==> config.mk <==
export PLATFORM = sky130hd
export DESIGN_NAME = aff_colout
export DESIGN_NICKNAME = d
export VERILOG_FILES = /design/src/hdl/aff_pkg.sv /design/src/hdl/aff_colout.sv
export SDC_FILE = /design/constraint.sdc
export NUM_CORES = 1
export LEC_CHECK = 0
export BUFFER_PORTS_ARGS = -buffer_cell sky130_fd_sc_hd__buf_2
export CAP_MARGIN = 20
export CORE_AREA = 3 3 199 201
export CTS_CLUSTER_DIAMETER = 50
export DETAILED_ROUTE_END_ITERATION = 16
export DIE_AREA = 0 0 202 204
export SYNTH_ARGS = -nofsm -noshare
export SYNTH_HDL_FRONTEND = slang
export SYNTH_SLANG_ARGS = --single-unit
==> constraint.sdc <==
create_clock -name clock -period 44.7 [get_ports clock]
set_clock_uncertainty 0.2 [all_clocks]
set_input_delay 8.94 -clock clock [delete_from_list [all_inputs] [get_ports clock]]
set_output_delay 8.94 -clock clock [all_outputs]
set_load 0.02 [all_outputs]
==> src/hdl/aff_pkg.sv <==
// shared constants, types and helper functions for the affine matrix builder
`default_nettype none
package aff_pkg;

   localparam int ANGLE_BITS   = 16;
   localparam int FRAC_BITS    = 16;
   localparam int CORDIC_ITERS = 30;
   // fold stage, one stage per iteration, round and clamp stage
   localparam int SINCOS_LAT   = CORDIC_ITERS + 2;
   localparam int CW   = 34;              // cordic datapath width
   localparam int SC_W = FRAC_BITS + 2;   // sine and cosine, range -1.0 .. 1.0
   localparam int PW   = 2 * SC_W;        // product of two trig values
   localparam int RW   = FRAC_BITS + 3;   // rotation entry, range -2.0 .. 2.0
   localparam int XW   = RW + 32;         // rotation entry times a Q16.16 word

   // opcodes
   localparam logic OP_MODEL  = 1'b0;
   localparam logic OP_CAMERA = 1'b1;

   typedef struct packed {
      logic               opcode;
      logic signed [31:0] trans_x;
      logic signed [31:0] trans_y;
      logic signed [31:0] trans_z;
      logic signed [31:0] scale_x;
      logic signed [31:0] scale_y;
      logic signed [31:0] scale_z;
   } side_type;

   typedef struct packed {
      logic signed [SC_W-1:0] sin_x;
      logic signed [SC_W-1:0] cos_x;
      logic signed [SC_W-1:0] sin_y;
      logic signed [SC_W-1:0] cos_y;
      logic signed [SC_W-1:0] sin_z;
      logic signed [SC_W-1:0] cos_z;
   } trig_type;

   // elem[col][row] for rows 0 to 2
   typedef struct packed {
      logic [3:0][2:0][31:0] elem;
   } matrix_type;

   function automatic logic [31:0] atan_entry(input int idx);
      logic [31:0] v;
      case (idx)
         0: v = 32'h20000000;  1: v = 32'h12E4051E;  2: v = 32'h09FB385B;
         3: v = 32'h051111D4;  4: v = 32'h028B0D43;  5: v = 32'h0145D7E1;
         6: v = 32'h00A2F61E;  7: v = 32'h00517C55;  8: v = 32'h0028BE53;
         9: v = 32'h00145F2F; 10: v = 32'h000A2F98; 11: v = 32'h000517CC;
         12: v = 32'h00028BE6; 13: v = 32'h000145F3; 14: v = 32'h0000A2FA;
         15: v = 32'h0000517D; 16: v = 32'h000028BE; 17: v = 32'h0000145F;
         18: v = 32'h00000A30; 19: v = 32'h00000518; 20: v = 32'h0000028C;
         21: v = 32'h00000146; 22: v = 32'h000000A3; 23: v = 32'h00000051;
         24: v = 32'h00000029; 25: v = 32'h00000014; 26: v = 32'h0000000A;
         27: v = 32'h00000005; 28: v = 32'h00000003; 29: v = 32'h00000001;
         default: v = 32'h0;
      endcase
      return v;
   endfunction

   // round half up by FRAC_BITS, then clamp to signed 32 bits
   function automatic logic [31:0] round_sat(input logic signed [63:0] v);
      logic signed [63:0] w;
      w = v + (64'sd1 <<< (FRAC_BITS - 1));
      w = w >>> FRAC_BITS;
      if (w > 64'sd2147483647) begin
         return 32'h7FFFFFFF;
      end else if (w < -64'sd2147483648) begin
         return 32'h80000000;
      end
      return w[31:0];
   endfunction

endpackage
`default_nettype wire

==> src/hdl/aff_colout.sv <==
// column serializer: holds one matrix and sends it as four column words
`default_nettype none
module aff_colout
   import aff_pkg::*;
(
   input  wire logic        clock,
   input  wire logic        reset,
   input  wire logic        in_valid,
   input  wire matrix_type  mat_in,
   output logic             pipe_enable,
   output logic             rsp_valid,
   input  wire logic        rsp_ready,
   output logic [1:0]       rsp_column_index,
   output logic [31:0]      rsp_row0_value,
   output logic [31:0]      rsp_row1_value,
   output logic [31:0]      rsp_row2_value,
   output logic [31:0]      rsp_row3_value,
   output logic             rsp_last_column
);

   localparam logic [1:0]  LAST_COL = 2'd3;
   localparam logic [31:0] ONE_FIX  = 32'd1 << FRAC_BITS;

   logic        hold_valid_ff, hold_valid_in;
   logic [1:0]  col_ff, col_in;
   matrix_type  mat_ff;
   logic        can_take, load, sent;

   always_comb begin
      sent          = hold_valid_ff && rsp_ready;
      can_take      = !hold_valid_ff || (sent && (col_ff == LAST_COL));
      pipe_enable   = can_take || !in_valid;
      load          = can_take && in_valid;
      hold_valid_in = hold_valid_ff;
      col_in        = col_ff;
      if (load) begin
         hold_valid_in = 1'b1;
         col_in        = 2'd0;
      end else if (sent) begin
         if (col_ff == LAST_COL) begin
            hold_valid_in = 1'b0;
         end else begin
            col_in = col_ff + 2'd1;
         end
      end
   end

   always_ff @(posedge clock) begin
      if (reset) begin
         hold_valid_ff <= 1'b0;
         col_ff        <= 2'd0;
      end else begin
         hold_valid_ff <= hold_valid_in;
         col_ff        <= col_in;
      end
   end

   always_ff @(posedge clock) begin
      if (load) begin
         mat_ff <= mat_in;
      end
   end

   assign rsp_valid        = hold_valid_ff;
   assign rsp_column_index = col_ff;
   assign rsp_row0_value   = mat_ff.elem[col_ff][0];
   assign rsp_row1_value   = mat_ff.elem[col_ff][1];
   assign rsp_row2_value   = mat_ff.elem[col_ff][2];
   assign rsp_row3_value   = (col_ff == LAST_COL) ? ONE_FIX : 32'd0;
   assign rsp_last_column  = (col_ff == LAST_COL);

   a_col_step: assert property (@(posedge clock) disable iff (reset)
      (rsp_valid && rsp_ready && col_ff != LAST_COL)
      |=> (rsp_valid && col_ff == $past(col_ff) + 2'd1))
      else $error("column did not advance after a word was taken");

   a_hold_stall: assert property (@(posedge clock) disable iff (reset)
      (rsp_valid && !rsp_ready) |=> (rsp_valid && $stable(col_ff) && $stable(mat_ff)))
      else $error("held matrix changed during a stall");

   a_no_overwrite: assert property (@(posedge clock) disable iff (reset)
      load |-> (!hold_valid_ff || (rsp_ready && col_ff == LAST_COL)))
      else $error("new matrix loaded over an unfinished one");

endmodule
`default_nettype wire

==> results of run 1 <==
[worst max path at each step]
stage	to	slack (ns)
final	pipe_enable	25.76
after detailed placement	pipe_enable	25.77
after global routing	pipe_enable	25.66
after CTS	pipe_enable	25.76
after floorplan	mat_ff[0]$_DFFE_PP_	17.47
after global placement	pipe_enable	25.79
[layout make-up]
type / instances / area, µm²
Antenna cell: 14 / 35.0
Clock buffer: 58 / 1260
Clock inverter: 27 / 338
Fill cell: 3160 / 19000
Multi-Input combinational cell: 138 / 2360
Sequential cell: 387 / 11600
Tap cell: 511 / 639
Timing Repair Buffer: 498 / 2530
[power groups by stage]
stage | Sequential (µW) | Clock (µW) | Combinational, µW
finish | 429 | 386 | 60.8
detailed placement | 437 | 0 | 61.5
floorplan | 447 | 0 | 35.4
global placement | 436 | 0 | 60.7
global route | 431 | 413 | 65.9
CTS | 429 | 398 | 61.7
[cell families after synthesis]
group / Yosys count / synth area share, %
AOI/OAI and AO/OA: 1 / 0.0528
buffers and inverters: 54 / 2.84
DFF: 387 / 81.4
muxes: 97 / 15.3
adders and majority gates: 1 / 0.0879
and+or+nand+nor: 7 / 0.246
other: 1 / 0.0263
xor gates and xnor gates: 1 / 0.0615
[worst min-delay path, cell delays in order (launching register included)]
cell	delay, ns
dfxtp_1	0.32
nand3b_1	0.14
xor2_1	0.15
nor3_1	0.05
[layer usage]
metal / vias up / wire length [µm]
met5: - / 108
met4: 20 / 1010
met3: 76 / 3820
met2: 369 / 16500
met1: 3690 / 11800
li1: 3363 / -
[cells in the mapped netlist, drive strengths merged (2+ instances only)]
cell | count | area share (%)
mux4 | 96 | 15
clkbuf | 6 | 0.16
buf | 48 | 2.7
dfxtp | 3 | 0.42
edfxtp | 384 | 81
nor2 | 2 | 0.053
nor3 | 2 | 0.070
[per-stage QoR]
step / area (µm²) / cells
after floorplan: 14300 / 579
after global placement: 17100 / 1533
after detailed placement: 17100 / 1533
after CTS: 18700 / 1618
after global routing: 18800 / 1627
final: 18800 / 1633
[flip-flops by register name (all words and copies together) (netlist names)]
register / cells
mat_ff: 384
rsp_column_index: 2
rsp_valid: 1
==> run metrics, run 1 <==
status=complete, no violations; CP Capture Type=output port; CTS tree=built; Root Driver=clkbuf_16; met1 Use GR=18.0%; DP Worst Slack=25.77 ns; most frequent CP cell=buf_2; overall routing resource usage=15.9%; drt first pass iters=4; EDFF count, synth=384; input/output buffers=489; worst r2r dst=mat_ff[71]$_DFFE_PP_; CTS buffer count=46; remaining global-route overflow=0; Yosys reg bits=387; # H-tree levels=2; die area=41,200 µm²; commonest non-fill, non-tap cell in the layout=buf_2; Final Critical Period=18.94 ns; layout cells sized above 1=60.3%; hpwl dp=23,700 µm; HP Start=rsp_valid$_SDFFE_PP0P_; sequential-to-total area share from yosys stat=81.4%; most frequent cells in the layout=buf_2 (489), edfxtp_1 (384), mux4_2 (96), clkbuf_16 (49), conb_1 (31); Detailed Route WL=33,300 µm; area grow syn2layout=31.8%; Cell Chain, Critical Path=buf_2, a21boi_0, nand2_1, buf_2; post_cts resized=0; Final #Nets=1,460; LEAKAGE=0.00707 µW; die outline height=204 µm; r2r setup slk=39.17 ns; Clock Path Buffers=3; Seq pwr share=48.9%; WP depth=4; final worst slack=25.76 ns; Synth Flop Type=edfxtp_1; CP Class=input pin to output port; GP Congestion=0.764; DIE WIDTH=202 µm; clk slew on worst S/H paths=0.06 ns; Top delay family on crit path=compound AO/OA/AOI/OAI gates; combinational share of power=6.9%; Ys Warns=0; Avg WL per Cell=20.4 µm; WHS Endpoint=rsp_column_index[0]$_SDFFE_PP0P_; CTS sink cnt=387; initial antenna violation count=22; row count=71; GR met3 Demand/Resource=7.37%; vias per std cell=4.60; DRC Markers=0; synth unique cells=19; number of global-route vias before repair=8,110; Setup Buffers After CTS=0; CP Data Required Time=35.56 ns; largest net degree at the start of global routing=92; Worst Path Buf+Inv=2; hold slack=0.502 ns; CP Max Fanout=3; clock latency on the worst-skew pair=0.55 ns; M2 GR Usage=26.0%; crit path DAT=9.80 ns; Core Region=37,800 µm²; Starting Density=37.7%; reg-to-reg critical path startpoint=rsp_column_index[1]$_SDFFE_PP0P_; Int Pwr=693 µW; DR vias=7,518; final period utilization=42.4%; area of the mapped netlist=14,200 µm²; maximum VDD drop=36.1 µV; worst hold path class=flip-flop to flip-flop; Final Hold Fails=0; drt first-iter violations=432; max-slew violations=0; Ports=521; Worst slew margin=26.0%; syn_area_per_cell=25.9 µm²; Max-cap violations=0; Antenna Nets Post-Route=0; clock power share=44.1%; Most Crowded Layer GR=met2; worst setup path startpoint=rsp_ready; Async SR Flop Fraction=0%; CP startpoint kind=input pin; Switch Pwr=183 µW; FF-to-FF path depth=7; max frequency=0.0528 GHz; switch share=20.9%; global-route wire length before repair=48,900 µm; Critical-path top delay cell=a21boi_0; Setup Viol. Count Final=0; RSZ-0062 raised after global routing=no; worst-margin pin slew=1.11 ns; Setup TNS=0 ns; cell area power density=46.7 nW/µm²; Util after Layout=49.7%; Post-Synthesis Cells=549; hold buffer count at CTS=0; CP peak stage delay=0.43 ns; Hold Crit Depth=3; total power=876 µW
No activity file was read; power rests on OpenSTA's default activity.
==> run 2, diff against run 1 <==
- PLACE_DENSITY: not set -> 0.65
- clock period: 44.7 -> 17.4 ns (I/O delays scaled with it)
==> run metrics, run 2 (synthesis gave the netlist of run 1 again) <==
CTS buffer count=44 (-4.3%); most frequent CP cell=buf_2; DIE WIDTH=202 µm (unchanged); number of global-route vias before repair=8,020 (-1.1%); CP peak stage delay=0.50 ns (+0.07 ns); Core Region=37,800 µm² (unchanged); Critical-path top delay cell=a21boi_0; vias per std cell=4.70 (+2.0%); CP startpoint kind=input pin; CP Data Required Time=13.72 ns (-21.84 ns); combinational share of power=7.4% (+0.5 points); max frequency=0.123 GHz; hpwl dp=24,100 µm (+2.0%); Switch Pwr=452 µW (+150%); DRC Markers=0 (unchanged); Final Critical Period=8.10 ns; CTS tree=built; Cell Chain, Critical Path=buf_2, a21boi_0, nand2_1, buf_2; Ports=521 (unchanged); Int Pwr=1680 µW (+140%); status=complete, no violations; Max-cap violations=0 (unchanged); overall routing resource usage=16.0% (+0.092 points); post_cts resized=0 (unchanged); worst hold path class=flip-flop to flip-flop; initial antenna violation count=13 (-41%); number of fill cells=3,201 (+1.3%); commonest non-fill, non-tap cell in the layout=buf_2; Seq pwr share=51.8% (+2.9 points); input/output buffers=489 (unchanged); row count=71 (unchanged); drt first pass iters=5 (+1); Setup Buffers After CTS=0 (unchanged); worst r2r dst=mat_ff[72]$_DFFE_PP_; Setup TNS=0 ns (unchanged); maximum VDD drop=89.8 µV (+150%); reg-to-reg critical path startpoint=rsp_column_index[1]$_SDFFE_PP0P_; Setup Viol. Count Final=0 (unchanged); FF-to-FF path depth=5 (-2); Final #Nets=1,454 (-0.41%); worst setup path startpoint=rsp_ready; die area=41,200 µm² (unchanged); layout cells sized above 1=59.6% (-0.73 points); Avg WL per Cell=20.8 µm (+2.1%); die outline height=204 µm (unchanged); total power=2130 µW (+140%); Worst slew margin=27.9% (+1.9 points); area grow syn2layout=29.9%; number of flip-flops in the largest register=384 (unchanged); Root Driver=clkbuf_16; GP Congestion=0.755 (-1.3%); r2r setup slk=13.06 ns (-26.11 ns); # H-tree levels=2 (unchanged); Detailed Route WL=33,500 µm (+0.86%); clock power share=40.9% (-3.2 points); cell area power density=115 nW/µm² (+150%); max-slew violations=0 (unchanged); largest net degree at the start of global routing=191 (+110%); Antenna Nets Post-Route=0 (unchanged); LEAKAGE=0.00695 µW (-1.8%); CP Class=input pin to output port; drt first-iter violations=477 (+10%); remaining global-route overflow=0 (unchanged); worst-margin pin slew=1.08 ns (-0.0285 ns); register area=11,600 µm² (unchanged); CP Capture Type=output port; most frequent cells in the layout=buf_2 (489), edfxtp_1 (384), mux4_2 (96), clkbuf_16 (45), conb_1 (31); clk slew on worst S/H paths=0.06 ns (about the same); crit path DAT=4.42 ns (-5.38 ns); DR vias=7,579 (+0.81%); Starting Density=37.7% (unchanged); Top delay family on crit path=compound AO/OA/AOI/OAI gates; CP Max Fanout=3 (unchanged); final period utilization=46.6%; Final Hold Fails=0 (unchanged); switch share=21.2% (+0.31 points); HP Start=rsp_valid$_SDFFE_PP0P_; WHS Endpoint=rsp_column_index[1]$_SDFFE_PP0P_; multi-input logic area=2360 µm² (unchanged); clock latency on the worst-skew pair=0.54 ns (about the same); global-route wire length before repair=49,300 µm (+0.73%); RSZ-0062 raised after global routing=no; Worst Path Buf+Inv=2 (unchanged); CTS sink cnt=387 (unchanged); hold buffer count at CTS=0 (unchanged); Hold Crit Depth=3 (unchanged); Clock Path Buffers=3 (unchanged); Top reg by flops=mat_ff
## run 2: worst register-to-register path, delay by kind of cell, from the launching register on
kind | cells | cell delay [ns]
buf+inv | 2 | 1.45
simple gates | 1 | 0.57
fa+ha+maj | 1 | 0.36
compound gates | 1 | 0.24
flops | 1 | 0.89
## run 2: worst max-delay path by stage
stage	end	slack, ns	depth (start not counted)
finish	pipe_enable	9.30	4
global route	pipe_enable	9.25	4
CTS	pipe_enable	9.31	4
detailed placement	pipe_enable	9.32	4
global placement	pipe_enable	9.30	4
floorplan	mat_ff[0]$_DFFE_PP_	3.05	2
## run 2: through the flow
step | hold slack (ns) | worst slack (ns) | cells | util (%) | instance area (µm²)
floorplan | 0.514 | 3.05 | 579 | - | 14400
global placement | 0.541 | 9.30 | 1530 | 45.3 | 17100
detailed placement | 0.534 | 9.32 | 1530 | 45.3 | 17100
CTS | 0.548 | 9.31 | 1609 | 49.0 | 18500
global route | 0.589 | 9.25 | 1611 | 49.0 | 18500
finish | 0.547 | 9.30 | 1614 | 49.0 | 18500
## run 2: power by group through the flow
stage,clock [µW],sequential (µW),combinational [µW]
2_1_floorplan,0,1130,91.1
3_3_place_gp,0,1120,157
3_5_place_dp,0,1120,159
4_1_cts,898,1100,160
5_1_grt,938,1110,170
6_report,871,1100,157
## run 2: area by class of cell
type	count	share of cell area, %
sequential	387	62.7
multi-input combinational	138	12.8
antenna	5	0.0676
tap	511	3.46
clock inverter	26	1.18
clock buffer	53	6.25
timing repair buffer	494	13.6
## run 2: metal layers
layer  share of wire, %  up-vias  track usage (%)
met4                2.9       20             5.66
met1                 35     3756             18.7
met3                 11       79             6.64
li1                   -     3333                -
met5               0.31        -                0
met2                 51      391             26.7
==> run 3, diff against run 2 <==
- PLACE_DENSITY: 0.65 -> not set
- clock period: 17.4 -> 7.7 ns (I/O delays scaled with it)
==> run metrics, run 3 (synthesis gave the netlist of run 1 again) <==
status=complete, no violations; Seq pwr share=50.0% (-1.8 points); global-route wire length before repair=48,400 µm (-1.6%); Final #Nets=1,457 (+0.21%); DP Worst Slack=3.60 ns (-5.72 ns); Top reg by flops=mat_ff; Cell Chain, Critical Path=buf_4, mux4_2, buf_2; hold buffer count at CTS=0 (unchanged); Hold Crit Depth=3 (unchanged); die area=41,200 µm² (unchanged); drt first pass iters=6 (+1); initial antenna violation count=17 (+4); cell area power density=267 nW/µm² (+130%); Avg WL per Cell=20.7 µm (-0.61%); Detailed Route WL=33,600 µm (about the same); HP Start=rsp_valid$_SDFFE_PP0P_; number of global-route vias before repair=8,210 (+2.4%); WHS Endpoint=rsp_valid$_SDFFE_PP0P_; maximum VDD drop=197 µV (+120%); number of flip-flops in the largest register=384 (unchanged); layout cells sized above 1=60.1% (+0.49 points); r2r setup slk=4.00 ns (-9.06 ns); crit path DAT=2.91 ns (-1.51 ns); combinational share of power=7.1% (-0.3 points); Worst slew margin=26.1% (-1.8 points); CTS sink cnt=387 (unchanged); overall routing resource usage=15.8% (-0.11 points); Setup Viol. Count Final=0 (unchanged); Clock Path Buffers=3 (unchanged); final worst slack=3.05 ns (-6.25 ns); Core Region=37,800 µm² (unchanged); Root Driver=clkbuf_16; clk slew on worst S/H paths=0.06 ns (about the same); input/output buffers=489 (unchanged); largest net degree at the start of global routing=171 (-10%); # H-tree levels=2 (unchanged); switch share=21.4% (+0.17 points); FF-to-FF path depth=5 (unchanged); worst r2r dst=mat_ff[251]$_DFFE_PP_; GP Congestion=0.752 (-0.37%); Ports=521 (unchanged); hold slack=0.461 ns (-0.0864 ns); vias per std cell=4.62 (-1.6%); clock latency on the worst-skew pair=0.56 ns (+0.02 ns); hpwl dp=23,700 µm (-2.0%); CTS buffer count=46 (+4.5%); RSZ-0062 raised after global routing=no; CP peak stage delay=0.98 ns (+0.48 ns); post_cts resized=0 (unchanged); LEAKAGE=0.00701 µW (+0.90%); Antenna Nets Post-Route=0 (unchanged); Max-cap violations=0 (unchanged); DRC Markers=0 (unchanged); Starting Density=37.7% (unchanged); die outline height=204 µm (unchanged); CTS tree=built; Top delay family on crit path=flip-flops; DR vias=7,511 (-0.90%); reg-to-reg critical path startpoint=rsp_column_index[1]$_SDFFE_PP0P_; Final Critical Period=4.65 ns; Switch Pwr=1070 µW (+140%); Worst Path Buf+Inv=2 (unchanged); final period utilization=60.4%; area grow syn2layout=31.1%; max frequency=0.215 GHz; CP startpoint kind=flip-flop; remaining global-route overflow=0 (unchanged); CP Class=flip-flop to output port; worst-margin pin slew=1.11 ns (+0.0269 ns); max-slew violations=0 (unchanged); worst hold path class=flip-flop to flip-flop; most frequent cells in the layout=buf_2 (489), edfxtp_1 (384), mux4_2 (96), clkbuf_16 (47), conb_1 (31); DIE WIDTH=202 µm (unchanged); worst setup path startpoint=rsp_column_index[1]$_SDFFE_PP0P_; CP Capture Type=output port; Final Hold Fails=0 (unchanged); clock power share=42.9% (+2.0 points); drt first-iter violations=398 (-17%); CP Data Required Time=5.96 ns (-7.76 ns); Int Pwr=3910 µW (+130%); CP Max Fanout=62 (+59); row count=71 (unchanged); Setup Buffers After CTS=0 (unchanged); commonest non-fill, non-tap cell in the layout=buf_2; Critical-path top delay cell=dfxtp_4
-- run 3: cell count changes in the layout (fill, tap and decap cells not counted), moves of 2 or more --
cell	before	now
bufinv_16	3	5
clkbuf_16	45	47
clkinv_1	10	7
clkinvlp_4	2	5
diode_2	5	10
-- run 3: metrics by stage --
stage | cell area [µm²] | util (%) | setup TNS (ns) | cells | power (µW)
floorplan | 14400 | - | -94.42 | 579 | 2750
global placement | 17100 | 45.4 | 0 | 1531 | 2890
detailed placement | 17100 | 45.4 | 0 | 1531 | 2900
CTS | 18600 | 49.4 | 0 | 1615 | 5060
global route | 18700 | 49.4 | 0 | 1623 | 5180
finish | 18700 | 49.4 | 0 | 1625 | 4980
-- run 3: power by group through the flow --
| stage | logic [µW] | clock network (µW) | registers (µW) |
|---|---|---|---|
| after floorplan | 207 | 0 | 2540 |
| after CTS | 361 | 2200 | 2490 |
| final | 354 | 2130 | 2490 |
| after global routing | 383 | 2290 | 2500 |
| after global placement | 356 | 0 | 2530 |
| after detailed placement | 360 | 0 | 2540 |
-- run 3: cell type report --
| type | count | area [µm²] |
|---|---|---|
| Fill cell | 3167 | 19100 |
| Tap cell | 511 | 639 |
| Clock inverter | 28 | 302 |
| Clock buffer | 56 | 1210 |
| Sequential cell | 387 | 11600 |
| Antenna cell | 10 | 25.0 |
| Multi-Input combinational cell | 138 | 2370 |
| Timing Repair Buffer | 495 | 2520 |
-- run 3: routing by layer --
metal | share of wire, % | vias up | GRT usage, %
li1 | - | 3349 | -
met1 | 36 | 3730 | 17.5
met2 | 51 | 346 | 26.9
met3 | 11 | 72 | 6.93
met4 | 2.7 | 14 | 6.50
met5 | 0.31 | - | 0
-- run 3: worst min-delay path, cell delays in order, from the launching register on --
cell	delay, ns
dfxtp_1	0.33
a21boi_4	0.16
nor2_1	0.09
nor2_1	0.04
-- run 3: worst max-delay path by stage --
| stage | end | slack [ns] | cells after the start |
|---|---|---|---|
| after floorplan | mat_ff[0]$_DFFE_PP_ | -0.25 | 2 |
| after global placement | rsp_row0_value[29] | 3.60 | 3 |
| after detailed placement | rsp_row2_value[24] | 3.60 | 3 |
| after CTS | rsp_row2_value[24] | 2.97 | 3 |
| after global routing | rsp_row0_value[11] | 2.92 | 3 |
| final | rsp_row2_value[24] | 3.05 | 3 |
